`src/rtl/erq_pkg.sv`:
```
// Shared types and constants of the elevator request scheduler.
`timescale 1ns / 1ps
package erq_pkg;

	localparam int FLOORS_DEF     = 16;
	localparam int COUNT_BITS_DEF = 4;
	localparam int FLOOR_BITS     = 4;
	localparam int CMD_BITS       = 2;

	localparam logic [CMD_BITS-1:0] CMD_CALL   = 2'd0;
	localparam logic [CMD_BITS-1:0] CMD_BUTTON = 2'd1;
	localparam logic [CMD_BITS-1:0] CMD_STEP   = 2'd2;

	typedef struct packed {
		logic [CMD_BITS-1:0]   cmd;
		logic [FLOOR_BITS-1:0] req_floor;
		logic                  call_up;
	} req_t;

	typedef struct packed {
		logic                  moved;
		logic [FLOOR_BITS-1:0] target_floor;
		logic [FLOOR_BITS-1:0] car_floor;
		logic                  heading_up;
		logic                  in_motion;
		logic                  dropped;
	} res_t;

	typedef struct packed {
		logic load;
		logic exec;
	} ctl_t;

endpackage

```
`src/rtl/erq_req_if.sv`:
```
// Request channel: valid, ready and one request item.
`timescale 1ns / 1ps
interface erq_req_if;
	logic                           valid;
	logic                           ready;
	logic [erq_pkg::CMD_BITS-1:0]   cmd;
	logic [erq_pkg::FLOOR_BITS-1:0] req_floor;
	logic                           call_up;

	modport source (output valid, output cmd, output req_floor, output call_up, input ready);
	modport sink (input valid, input cmd, input req_floor, input call_up, output ready);
endinterface

```
`src/rtl/erq_res_if.sv`:
```
// Result channel: valid, ready and one result item.
`timescale 1ns / 1ps
interface erq_res_if;
	logic                           valid;
	logic                           ready;
	logic                           moved;
	logic [erq_pkg::FLOOR_BITS-1:0] target_floor;
	logic [erq_pkg::FLOOR_BITS-1:0] car_floor;
	logic                           heading_up;
	logic                           in_motion;
	logic                           dropped;

	modport source (output valid, output moved, output target_floor, output car_floor,
		output heading_up, output in_motion, output dropped, input ready);
	modport sink (input valid, input moved, input target_floor, input car_floor,
		input heading_up, input in_motion, input dropped, output ready);
endinterface

```
`src/rtl/erq_ctrl.sv`:
```
// Controller: sequences item transfer, execution and result hand-off.
`timescale 1ns / 1ps
module erq_ctrl (
	input  logic          clk,
	input  logic          arst_n,
	input  logic          in_valid,
	output logic          in_ready,
	output logic          out_valid,
	input  logic          out_ready,
	output erq_pkg::ctl_t ctl
);
	import erq_pkg::*;

	localparam logic ST_IDLE = 1'b0;
	localparam logic ST_EXEC = 1'b1;

	logic state_q;
	logic out_valid_q;
	logic out_free;

	assign out_free  = !out_valid_q || out_ready;
	assign in_ready  = (state_q == ST_IDLE);
	assign out_valid = out_valid_q;
	assign ctl.load  = in_valid && (state_q == ST_IDLE);
	assign ctl.exec  = (state_q == ST_EXEC) && out_free;

	always_ff @(posedge clk or negedge arst_n) begin
		if (!arst_n) begin
			state_q <= ST_IDLE;
		end else begin
			unique case (state_q)
				ST_IDLE: if (in_valid) state_q <= ST_EXEC;
				ST_EXEC: if (out_free) state_q <= ST_IDLE;
				default: state_q <= ST_IDLE;
			endcase
		end
	end

	always_ff @(posedge clk or negedge arst_n) begin
		if (!arst_n) begin
			out_valid_q <= 1'b0;
		end else if (ctl.exec) begin
			out_valid_q <= 1'b1;
		end else if (out_ready) begin
			out_valid_q <= 1'b0;
		end
	end

	a_exec_free: assert property (@(posedge clk) disable iff (!arst_n)
		ctl.exec |-> !(out_valid_q && !out_ready))
		else $error("execute while result still held");
	a_exec_sets_valid: assert property (@(posedge clk) disable iff (!arst_n)
		ctl.exec |=> out_valid_q)
		else $error("result not presented after execute");
	a_load_exclusive: assert property (@(posedge clk) disable iff (!arst_n)
		!(ctl.load && ctl.exec))
		else $error("load and execute together");
endmodule

```
`src/rtl/erq_datapath.sv`:
```
// Datapath: pending counts, car state, priority encoders and result register.
`timescale 1ns / 1ps
module erq_datapath #(
	parameter int FLOORS     = erq_pkg::FLOORS_DEF,
	parameter int COUNT_BITS = erq_pkg::COUNT_BITS_DEF
) (
	input  logic          clk,
	input  logic          arst_n,
	input  erq_pkg::ctl_t ctl,
	input  erq_pkg::req_t req_in,
	output erq_pkg::res_t res_out
);
	import erq_pkg::*;

	localparam int USED = (FLOORS < (1 << FLOOR_BITS)) ? FLOORS : (1 << FLOOR_BITS);
	localparam int IDXW = $clog2(USED);

	logic [COUNT_BITS-1:0] up_q   [USED];
	logic [COUNT_BITS-1:0] down_q [USED];
	logic [FLOOR_BITS-1:0] floor_q;
	logic                  going_up_q;
	logic                  busy_q;
	req_t                  item_q;
	res_t                  res_q;

	logic [USED-1:0] up_nz, dn_nz, up_full, dn_full;
	logic [IDXW-1:0] lo, hi, fl_idx;
	logic            lo_ok, hi_ok, fl_ok;
	logic            file_up, file_dn, pop_up, pop_dn;
	logic            going_d, busy_d, dropped_d;
	logic [FLOOR_BITS-1:0] floor_d, dest;

	assign fl_ok  = int'(item_q.req_floor) < USED;
	assign fl_idx = item_q.req_floor[IDXW-1:0];
	assign lo_ok  = |up_nz;
	assign hi_ok  = |dn_nz;

	always_comb begin
		lo = '0;
		hi = '0;
		for (int i = 0; i < USED; i++) begin
			up_nz[i]   = |up_q[i];
			dn_nz[i]   = |down_q[i];
			up_full[i] = &up_q[i];
			dn_full[i] = &down_q[i];
		end
		for (int i = USED - 1; i >= 0; i--) begin
			if (up_nz[i]) lo = IDXW'(i);
		end
		for (int i = 0; i < USED; i++) begin
			if (dn_nz[i]) hi = IDXW'(i);
		end
	end

	always_comb begin
		file_up = 1'b0;
		file_dn = 1'b0;
		pop_up  = 1'b0;
		pop_dn  = 1'b0;
		going_d = going_up_q;
		busy_d  = busy_q;
		case (item_q.cmd)
			CMD_CALL: begin
				if (fl_ok) begin
					file_up = item_q.call_up;
					file_dn = !item_q.call_up;
				end
			end
			CMD_BUTTON: begin
				if (fl_ok) begin
					if (!busy_q) begin
						if (floor_q < item_q.req_floor) begin
							file_up = 1'b1;
							going_d = 1'b1;
							busy_d  = 1'b1;
						end else if (floor_q > item_q.req_floor) begin
							file_dn = 1'b1;
							going_d = 1'b0;
							busy_d  = 1'b1;
						end
					end else if (going_up_q) begin
						file_up = item_q.req_floor > floor_q;
						file_dn = !(item_q.req_floor > floor_q);
					end else begin
						file_dn = item_q.req_floor < floor_q;
						file_up = !(item_q.req_floor < floor_q);
					end
				end
			end
			CMD_STEP: begin
				if (busy_q) begin
					if (going_up_q) begin
						if (lo_ok) pop_up = 1'b1;
						else if (hi_ok) going_d = 1'b0;
						else busy_d = 1'b0;
					end else begin
						if (hi_ok) pop_dn = 1'b1;
						else if (lo_ok) going_d = 1'b1;
						else busy_d = 1'b0;
					end
				end else begin
					if (lo_ok) pop_up = 1'b1;
					else if (hi_ok) pop_dn = 1'b1;
				end
			end
			default: ;
		endcase
		dest    = pop_up ? FLOOR_BITS'(lo) : FLOOR_BITS'(hi);
		floor_d = floor_q;
		if (pop_up || pop_dn) begin
			going_d = floor_q < dest;
			floor_d = dest;
		end
		dropped_d = (file_up && up_full[fl_idx]) || (file_dn && dn_full[fl_idx]);
	end

	always_ff @(posedge clk or negedge arst_n) begin
		if (!arst_n) begin
			for (int i = 0; i < USED; i++) begin
				up_q[i]   <= '0;
				down_q[i] <= '0;
			end
			floor_q    <= '0;
			going_up_q <= 1'b1;
			busy_q     <= 1'b0;
		end else if (ctl.exec) begin
			for (int i = 0; i < USED; i++) begin
				if (file_up && fl_idx == IDXW'(i) && !up_full[i])
					up_q[i] <= up_q[i] + 1'b1;
				else if (pop_up && lo == IDXW'(i))
					up_q[i] <= up_q[i] - 1'b1;
				if (file_dn && fl_idx == IDXW'(i) && !dn_full[i])
					down_q[i] <= down_q[i] + 1'b1;
				else if (pop_dn && hi == IDXW'(i))
					down_q[i] <= down_q[i] - 1'b1;
			end
			floor_q    <= floor_d;
			going_up_q <= going_d;
			busy_q     <= busy_d;
		end
	end

	always_ff @(posedge clk) begin
		if (ctl.load) item_q <= req_in;
		if (ctl.exec) begin
			res_q.moved        <= pop_up || pop_dn;
			res_q.target_floor <= (pop_up || pop_dn) ? dest : '0;
			res_q.car_floor    <= floor_d;
			res_q.heading_up   <= going_d;
			res_q.in_motion    <= busy_d;
			res_q.dropped      <= dropped_d;
		end
	end

	assign res_out = res_q;

	a_move_lands: assert property (@(posedge clk) disable iff (!arst_n)
		ctl.exec |=> (!res_q.moved || res_q.car_floor == res_q.target_floor))
		else $error("car floor differs from move target");
	a_step_no_drop: assert property (@(posedge clk) disable iff (!arst_n)
		(ctl.exec && item_q.cmd == CMD_STEP) |=> !res_q.dropped)
		else $error("drop flagged on a control step");
	a_single_pop: assert property (@(posedge clk) disable iff (!arst_n)
		ctl.exec |-> !((pop_up || pop_dn) && (file_up || file_dn)) && !(pop_up && pop_dn))
		else $error("conflicting count updates");
endmodule

```
`src/rtl/elevator_request_scheduler_top.sv`:
```
// A request transfer is captured in the item register; its execution registers the
// result once the output register is free. No request is taken during execution;
// a new request transfer is taken while the previous result waits in the output register.
// Execution holds while an untaken result blocks the output register.
// Reset clears all pending counts, puts the car on floor 0 heading up and idle.
// Top level of the elevator request scheduler.
`timescale 1ns / 1ps
module elevator_request_scheduler_top #(
	parameter int FLOORS     = erq_pkg::FLOORS_DEF,
	parameter int COUNT_BITS = erq_pkg::COUNT_BITS_DEF
) (
	input  logic       clk,
	input  logic       arst_n,
	erq_req_if.sink    req,
	erq_res_if.source  res
);
	import erq_pkg::*;

	ctl_t ctl;
	req_t req_item;
	res_t res_item;

	assign req_item.cmd       = req.cmd;
	assign req_item.req_floor = req.req_floor;
	assign req_item.call_up   = req.call_up;

	erq_ctrl u_ctrl (
		.clk       (clk),
		.arst_n    (arst_n),
		.in_valid  (req.valid),
		.in_ready  (req.ready),
		.out_valid (res.valid),
		.out_ready (res.ready),
		.ctl       (ctl)
	);

	erq_datapath #(
		.FLOORS     (FLOORS),
		.COUNT_BITS (COUNT_BITS)
	) u_datapath (
		.clk     (clk),
		.arst_n  (arst_n),
		.ctl     (ctl),
		.req_in  (req_item),
		.res_out (res_item)
	);

	assign res.moved        = res_item.moved;
	assign res.target_floor = res_item.target_floor;
	assign res.car_floor    = res_item.car_floor;
	assign res.heading_up   = res_item.heading_up;
	assign res.in_motion    = res_item.in_motion;
	assign res.dropped      = res_item.dropped;
endmodule

```
`src/flat_wrapper.sv`:
```
// flat-port wrapper written by rule: the top's interface ports become plain ports
module elevator_request_scheduler_top_flat import erq_pkg::*;
#(
	parameter int FLOORS     = erq_pkg::FLOORS_DEF,
	parameter int COUNT_BITS = erq_pkg::COUNT_BITS_DEF
)
  (clk, arst_n, req_valid, req_cmd, req_req_floor, req_call_up, req_ready, res_valid, res_moved, res_target_floor, res_car_floor, res_heading_up, res_in_motion, res_dropped, res_ready);
  erq_req_if req_i ();
  erq_res_if res_i ();
  input  logic clk;
  input  logic arst_n;
  input wire logic [$bits(req_i.valid)-1:0] req_valid;
  input wire logic [$bits(req_i.cmd)-1:0] req_cmd;
  input wire logic [$bits(req_i.req_floor)-1:0] req_req_floor;
  input wire logic [$bits(req_i.call_up)-1:0] req_call_up;
  output wire logic [$bits(req_i.ready)-1:0] req_ready;
  output wire logic [$bits(res_i.valid)-1:0] res_valid;
  output wire logic [$bits(res_i.moved)-1:0] res_moved;
  output wire logic [$bits(res_i.target_floor)-1:0] res_target_floor;
  output wire logic [$bits(res_i.car_floor)-1:0] res_car_floor;
  output wire logic [$bits(res_i.heading_up)-1:0] res_heading_up;
  output wire logic [$bits(res_i.in_motion)-1:0] res_in_motion;
  output wire logic [$bits(res_i.dropped)-1:0] res_dropped;
  input wire logic [$bits(res_i.ready)-1:0] res_ready;
  assign req_i.valid = req_valid;
  assign req_i.cmd = req_cmd;
  assign req_i.req_floor = req_req_floor;
  assign req_i.call_up = req_call_up;
  assign req_ready = req_i.ready;
  assign res_valid = res_i.valid;
  assign res_moved = res_i.moved;
  assign res_target_floor = res_i.target_floor;
  assign res_car_floor = res_i.car_floor;
  assign res_heading_up = res_i.heading_up;
  assign res_in_motion = res_i.in_motion;
  assign res_dropped = res_i.dropped;
  assign res_i.ready = res_ready;
  elevator_request_scheduler_top #(.FLOORS(FLOORS), .COUNT_BITS(COUNT_BITS)) u_core (.clk(clk), .arst_n(arst_n), .req(req_i), .res(res_i));
endmodule
```
`config.mk`:
```
export PLATFORM = sky130hd
export DESIGN_NAME = elevator_request_scheduler_top_flat
export DESIGN_NICKNAME = d
export VERILOG_FILES = /design/src/rtl/erq_pkg.sv /design/src/rtl/erq_req_if.sv /design/src/rtl/erq_res_if.sv /design/src/rtl/erq_ctrl.sv /design/src/rtl/erq_datapath.sv /design/src/rtl/elevator_request_scheduler_top.sv /design/src/flat_wrapper.sv
export SDC_FILE = /design/constraint.sdc
export NUM_CORES = 1
export LEC_CHECK = 0
export ABC_AREA = 1
export BUFFER_PORTS_ARGS = -buffer_cell sky130_fd_sc_hd__buf_2
export CORE_MARGIN = 3
export CORE_UTILIZATION = 36
export DETAILED_ROUTE_END_ITERATION = 12
export PLACE_DENSITY = 0.56
export SYNTH_ARGS = -nofsm -noshare
export SYNTH_HDL_FRONTEND = slang
export SYNTH_HIERARCHICAL = 1
export SYNTH_SLANG_ARGS = --single-unit
```
`constraint.sdc`:
```
create_clock -name clk -period 8.3 [get_ports clk]
set_clock_uncertainty 0.15 [all_clocks]
set_input_delay 1.245 -clock clk [delete_from_list [all_inputs] [get_ports clk]]
set_output_delay 1.245 -clock clk [all_outputs]
set_load 0.02 [all_outputs]
```
Word-level counts from Yosys, hierarchy flattened
Index checks and enable logic that the tools add are counted.
- $add $sub $neg: 64
- order comparisons: 6
- equal/unequal tests: 47
- muxes and demuxes: 141
- bitwise operators: 1
- reduce and logical (&&, ||, !) cells: 273
- operators with widths (operator ; number):
    4-bit 2-to-1 mux ; 92
    4-bit by 1-bit adder with 4-bit output, second input constant ; 32
    4-bit AND reduction ; 32
    64-bit OR reduction ; 2
    4-bit by 1-bit subtractor with 4-bit output, second input constant ; 32
    4-bit OR reduction ; 31
    1-bit logical AND ; 100
    4-bit equality test, second input constant ; 24
    2-bit nonzero test ; 33
    2-bit AND reduction ; 32
    4-bit by 3-bit equality test with 1-bit output, second input constant ; 12
    1-bit 2-to-1 mux ; 38
    1-bit logical NOT ; 36
    4-bit by 2-bit equality test with 1-bit output, second input constant ; 6
    4-bit by 1-bit equality test with 1-bit output, second input constant ; 3
    4-bit logical NOT ; 3
    4-bit less-than comparator ; 3
    1-bit case mux with 2 select lines ; 5
    1-bit binary-select mux with 4-bit select ; 2
    4-bit greater-than comparator ; 2
    3-bit 2-to-1 mux ; 2
    4-bit by 5-bit less-than comparator with 1-bit output, second input constant ; 1
    2-bit 2-to-1 mux ; 2
    1-bit logical OR ; 3
    4 further kinds ; 4
- flip-flop bits (word level): 155
- input bits: 11
- word-level logic and storage cells: 578

Longest topological paths before layout
- depth in word-level cells: 21
- depth in mapped cells: 27
- mapped depth without buffers: 27

Hierarchy
Netlist, hierarchy kept.
- modules (own cells, without submodules) (module ; times used ; cells each ; area each (sq um) ; seq. area each (sq um)):
    erq_datapath ; 1 ; 1084 ; 10161.0 ; 3925.0
    erq_ctrl ; 1 ; 11 ; 92.6 ; 50.0

Worst setup path before layout
No wires, ideal clock.
- path kind: register -> register
- start point: register u_core.u_datapath.item_q (netlist bit u_core/u_datapath/fl_idx[1])
- end point: register u_core/u_datapath/down_q[35] (netlist name)
- data arrival time: 2.963 ns
- required time: 8.027 ns
- path slack: 5.064 ns
- cell stages (with the launch flop): 17
- path buffers: 1
- cells stage by stage: edfxtp_1 > ha_1 > inv_1 > o21bai_1 > a221oi_1 > inv_1 > o211ai_1 > nand2_1 > o22ai_2 > buf_4 > nand3_1 > ha_1 > a21oi_1 > o21ai_0 > xnor2_1 > nor2_2 > xor2_1
- cells in the longest elaborated chain, start to end: 9
- ends and longest elaborated chain (what ; RTL line ; source):
    from (decl) ; erq_datapath.sv:23 ; req_t item_q;
    from (signal assigned) ; erq_datapath.sv:144 ; if (ctl.load) item_q <= req_in;
    4-bit greater-than comparator (on tied branches) ; erq_datapath.sv:76, erq_datapath.sv:83 ;
    1-bit 2-to-1 mux or 1-bit logical NOT (tied branches) ; erq_datapath.sv:76, erq_datapath.sv:83 ;
    1-bit 2-to-1 mux (on tied branches) ; erq_datapath.sv:72, erq_datapath.sv:81 ;
    1-bit 2-to-1 mux ; erq_datapath.sv:71 ; if (!busy_q) begin
    1-bit case mux with 2 select lines ; erq_datapath.sv:62 ; case (item_q.cmd)
    1-bit logical AND * (2 in series) ; erq_datapath.sv:132 ; if (file_dn && fl_idx == IDXW'(i) && !dn_full[i])
    2-bit nonzero test (no line) ; - ;
    2-bit AND reduction (no line) ; - ;
    to (signal, indexed assignment) ; erq_datapath.sv:133 ; down_q[i] <= down_q[i] + 1'b1;
    to (signal, indexed assignment) ; erq_datapath.sv:135 ; down_q[i] <= down_q[i] - 1'b1;
    to (decl) ; erq_datapath.sv:19 ; logic [COUNT_BITS-1:0] down_q [USED];
Every way passes the cells marked *; elsewhere a longest branch is shown, timed or not.
A chain may end at the register's enable or synchronous reset.

Final worst setup path
- start point: register u_core.u_datapath.item_q (netlist bit u_core/u_datapath/fl_idx[1])
- end point: register u_core/u_datapath/down_q[47] (netlist name)
Same word-level chain as after synthesis.

==> flow_metrics.tcl <==
set metrics [dict create \
    root_buffer "clkbuf_16" \
    yosysTopAreaCellShare_pct 32.9 \
    hold_class "flop to flop" \
    postRouteAntennaNets 0 \
    row_count 61 \
    status "completed" \
    synth_top_cell_by_area "dfrtp_1" \
    multi_input_area_sq_mm 0.00590 \
    io_pins 25 \
    setup_viol 0 \
    place_congestion 0.826 \
    arrival_ns 4.28 \
    synth_area_leaders "dfrtp_1 33%, ha_1 9.0%, nand2_1 7.9%, fa_1 6.2%, edfxtp_1 5.6%" \
    vias_per_cell 4.98 \
    overflow 0 \
    syn-num-nets 1212 \
    ys_types 54 \
    finalCriticalPeriod_ns 4.11 \
    synthFlopType "dfrtp_1" \
    crit_chain "ha_1, inv_1, o21bai_1, a221oi_1, inv_1, o211ai_1, nand2_1, o22ai_2, nand4_1, ha_1, a21oi_1, o21ai_0, xnor2_1, nor2_1, xor2_1" \
    fillCellCount 2833 \
    path_buf_inv 2 \
    slew_headroom_pct 36.1 \
    drive_gt1_share_pct 11.4 \
    initial_utilization_pct 36.7 \
    num_antenna_cells 0 \
    async_reset_ff_share_pct 87.7 \
    avgSynthCellArea_sq_um 9.36 \
    end_kind "flop" \
    core_area_sq_mm 0.0279 \
    syn-instance-count 1095 \
    cpMaxStageDelayCell "o22ai_2" \
    crit_required_ns 8.46 \
    max_freq_ghz 0.243 \
    stdcell_area_sq_mm 0.0114 \
    vias 7577 \
    rsz0062_at_grt "false" \
    grt_pass1_wl_microns 39800 \
    dr.first_iter.drc_count 389 \
    hold_viol_final 0 \
    htreeDepth 4 \
    ys_seq_elements 155 \
    crit_fanout 17 \
    die_area_sq_mm 0.0305 \
    cts_buffer_depth 2 \
    startpoint_type "flop" \
    grt_pass1_vias 7543 \
    powerDensity_mw_per_mm2 272 \
    critPathMaxStageDelay_ns 0.71 \
    setup_ws_ns 4.19 \
    place_ws_ns 4.22 \
    layout_worst_path_cycle_share_pct 49.6 \
    yosysWarningCount 6 \
    drtPass1Iterations 5 \
    hpwl_microns 17700 \
    synth_area_sq_mm 0.0103 \
    die_h_microns 175 \
    critPathTopFamily "compound AO/OA/AOI/OAI gates" \
    cts_hold_buf 0 \
    cts.reportedPaths.clkPinSlew_ns 0.07 \
    yosysSeqAreaShare_pct 38.8 \
    seqCellArea_sq_mm 0.00398 \
    cts_tree "yes" \
    ir_drop_mv 0.139 \
    wirelength_microns 23700 \
    worst_pin_slew_ns 0.958 \
    p_leak_nw 5.14 \
    cts-buffers-inserted 17 \
    drc 0 \
    slew_violations 0 \
    placed_area_sq_mm 0.0108 \
    fin_util_pct 40.8 \
    clk_latency_ns 0.44 \
    synth-edff-count 19 \
    worstSetupPathType "flop to flop" \
    area_growth_pct 11.1 \
    cts_resized 0 \
    antenna_found_initial 0 \
    die_w_microns 175 \
    fin_tns_setup_ns 0 \
    port_buffers 24 \
    wl_per_cell_microns 15.5 \
    grtUsageTotal_pct 16.3 \
    clkSinkCount 155 \
    max_cap_violations 0 \
    cts_setup_buffers 0 \
    grt_max_degree 89 \
    nets 1249 \
]
==> routing by layer <==
| metal | vias to the layer above | share of wire [%] | track usage [%] | wire [microns] |
|---|---|---|---|---|
| li1 | 3815 | - | - | - |
| met1 | 3671 | 49 | 22.5 | 11500 |
| met2 | 80 | 47 | 26.5 | 11200 |
| met3 | 11 | 3.3 | 3.09 | 784 |
| met4 | 0 | 0.77 | 3.62 | 182 |
| met5 | - | 0 | 0 | 0 |
==> cell type report <==
cell class / instances / area share, %
Inverter: 90 / 2.99
Multi-Input combinational cell: 842 / 51.8
Tap cell: 378 / 4.15
Clock buffer: 17 / 3.74
Timing Repair Buffer: 26 / 1.24
Clock inverter: 15 / 1.13
Sequential cell: 155 / 34.9
==> state kept, by name, summed over array words and instances, names as in the netlist <==
| name | flops |
|---|---|
| u_core/u_datapath/down_q | 64 |
| u_core/u_datapath/up_q | 64 |
| u_core/u_datapath/res_out | 12 |
| u_core/u_datapath/fl_idx | 4 |
| u_core/u_datapath/floor_q | 4 |
| u_core/u_datapath/item_q | 3 |
| u_core/u_ctrl/out_valid | 1 |
| u_core/u_ctrl/state_q | 1 |
| u_core/u_datapath/busy_q | 1 |
| u_core/u_datapath/going_up_q | 1 |
==> power breakdown <==
group	switching (mW)	internal (mW)
clock	0.357	0.394
combinational	0.633	0.492
sequential	0.254	0.970
total	1.24	1.86
==> cell usage in the layout, fill, tap and decap left out, drive strengths merged, types with 28 or more instances in the layout <==
cell / netlist / final
a21oi: 52 / 52
o21ai: 98 / 98
nor2: 81 / 81
a41oi: 28 / 28
xnor2: 64 / 64
dfrtp: 135 / 135
fa: 32 / 32
nand2: 233 / 233
xor2: 64 / 64
ha: 74 / 74
inv: 90 / 100
==> worst register-to-register path, delay by kind of cell, from the launching register on <==
kind / cells / cell delay [ns]
XOR/XNOR: 2 / 0.30
buffers and inverters: 2 / 0.17
flip-flops: 1 / 0.45
AO/OA/AOI/OAI: 6 / 1.50
adder cells (fa/ha/maj): 2 / 0.80
AND/OR/NAND/NOR: 3 / 0.64
==> cells by family (layout without fill, tap and decap cells) <==
| family | count (synthesis) | count (layout) | share of synthesized area, % |
|---|---|---|---|
| fa+ha+maj | 106 | 106 | 15.3 |
| flops | 155 | 155 | 38.8 |
| mux | 17 | 17 | 2.09 |
| simple gates | 388 | 388 | 17.3 |
| xor+xnor | 128 | 128 | 10.9 |
| buf+inv | 98 | 148 | 3.73 |
| compound gates | 203 | 203 | 11.9 |
==> metrics by stage <==
step | instances | power (mW) | hold slack, ns
5_1_grt | 1523 | 3.36 | 0.346
3_5_place_dp | 1491 | 2.36 | 0.315
6_report | 1523 | 3.10 | 0.327
3_3_place_gp | 1491 | 2.34 | 0.308
4_1_cts | 1523 | 3.14 | 0.330
2_1_floorplan | 1095 | 2.07 | 0.292
==> cells in the mapped netlist (2+ instances only) <==
master	n
nand2_1	215
dfrtp_1	135
inv_1	84
o21ai_0	77
ha_1	74
nor2_1	71
xnor2_1	64
xor2_1	64
a21oi_1	51
fa_1	32
a41oi_1	28
nor4_1	22
nand3_1	20
edfxtp_1	19
nand2_2	18
o21ai_1	17
nand4_1	12
mux2_2	11
a21o_1	9
nor2_2	7
nor3_1	7
mux2_4	6
inv_2	5
buf_2	4
o21ai_2	4
nor2_4	3
o21bai_2	3
a211oi_1	2
buf_4	2
nor4_2	2
nor4_4	2
o21bai_1	2
or2_1	2
==> path summary, 6_finish.rpt <==
kind	start	endpoint	slack [ns]	depth (start not counted)
worst max-delay path	u_core/u_datapath/fl_idx[1]	u_core/u_datapath/down_q[47]	4.19	15
worst min-delay path	u_core/u_datapath/up_q[7]	u_core/u_datapath/up_q[7]	0.33	1
worst max register to register	u_core/u_datapath/fl_idx[1]	u_core/u_datapath/down_q[47]	4.19	15
worst min register to register	u_core/u_datapath/up_q[7]	u_core/u_datapath/up_q[7]	0.33	1
max in group asynchronous	arst_n	u_core/u_datapath/up_q[36]	6.06	2
min in group asynchronous	arst_n	u_core/u_datapath/down_q[61]	0.75	1
(Power assumes the default switching activity.)
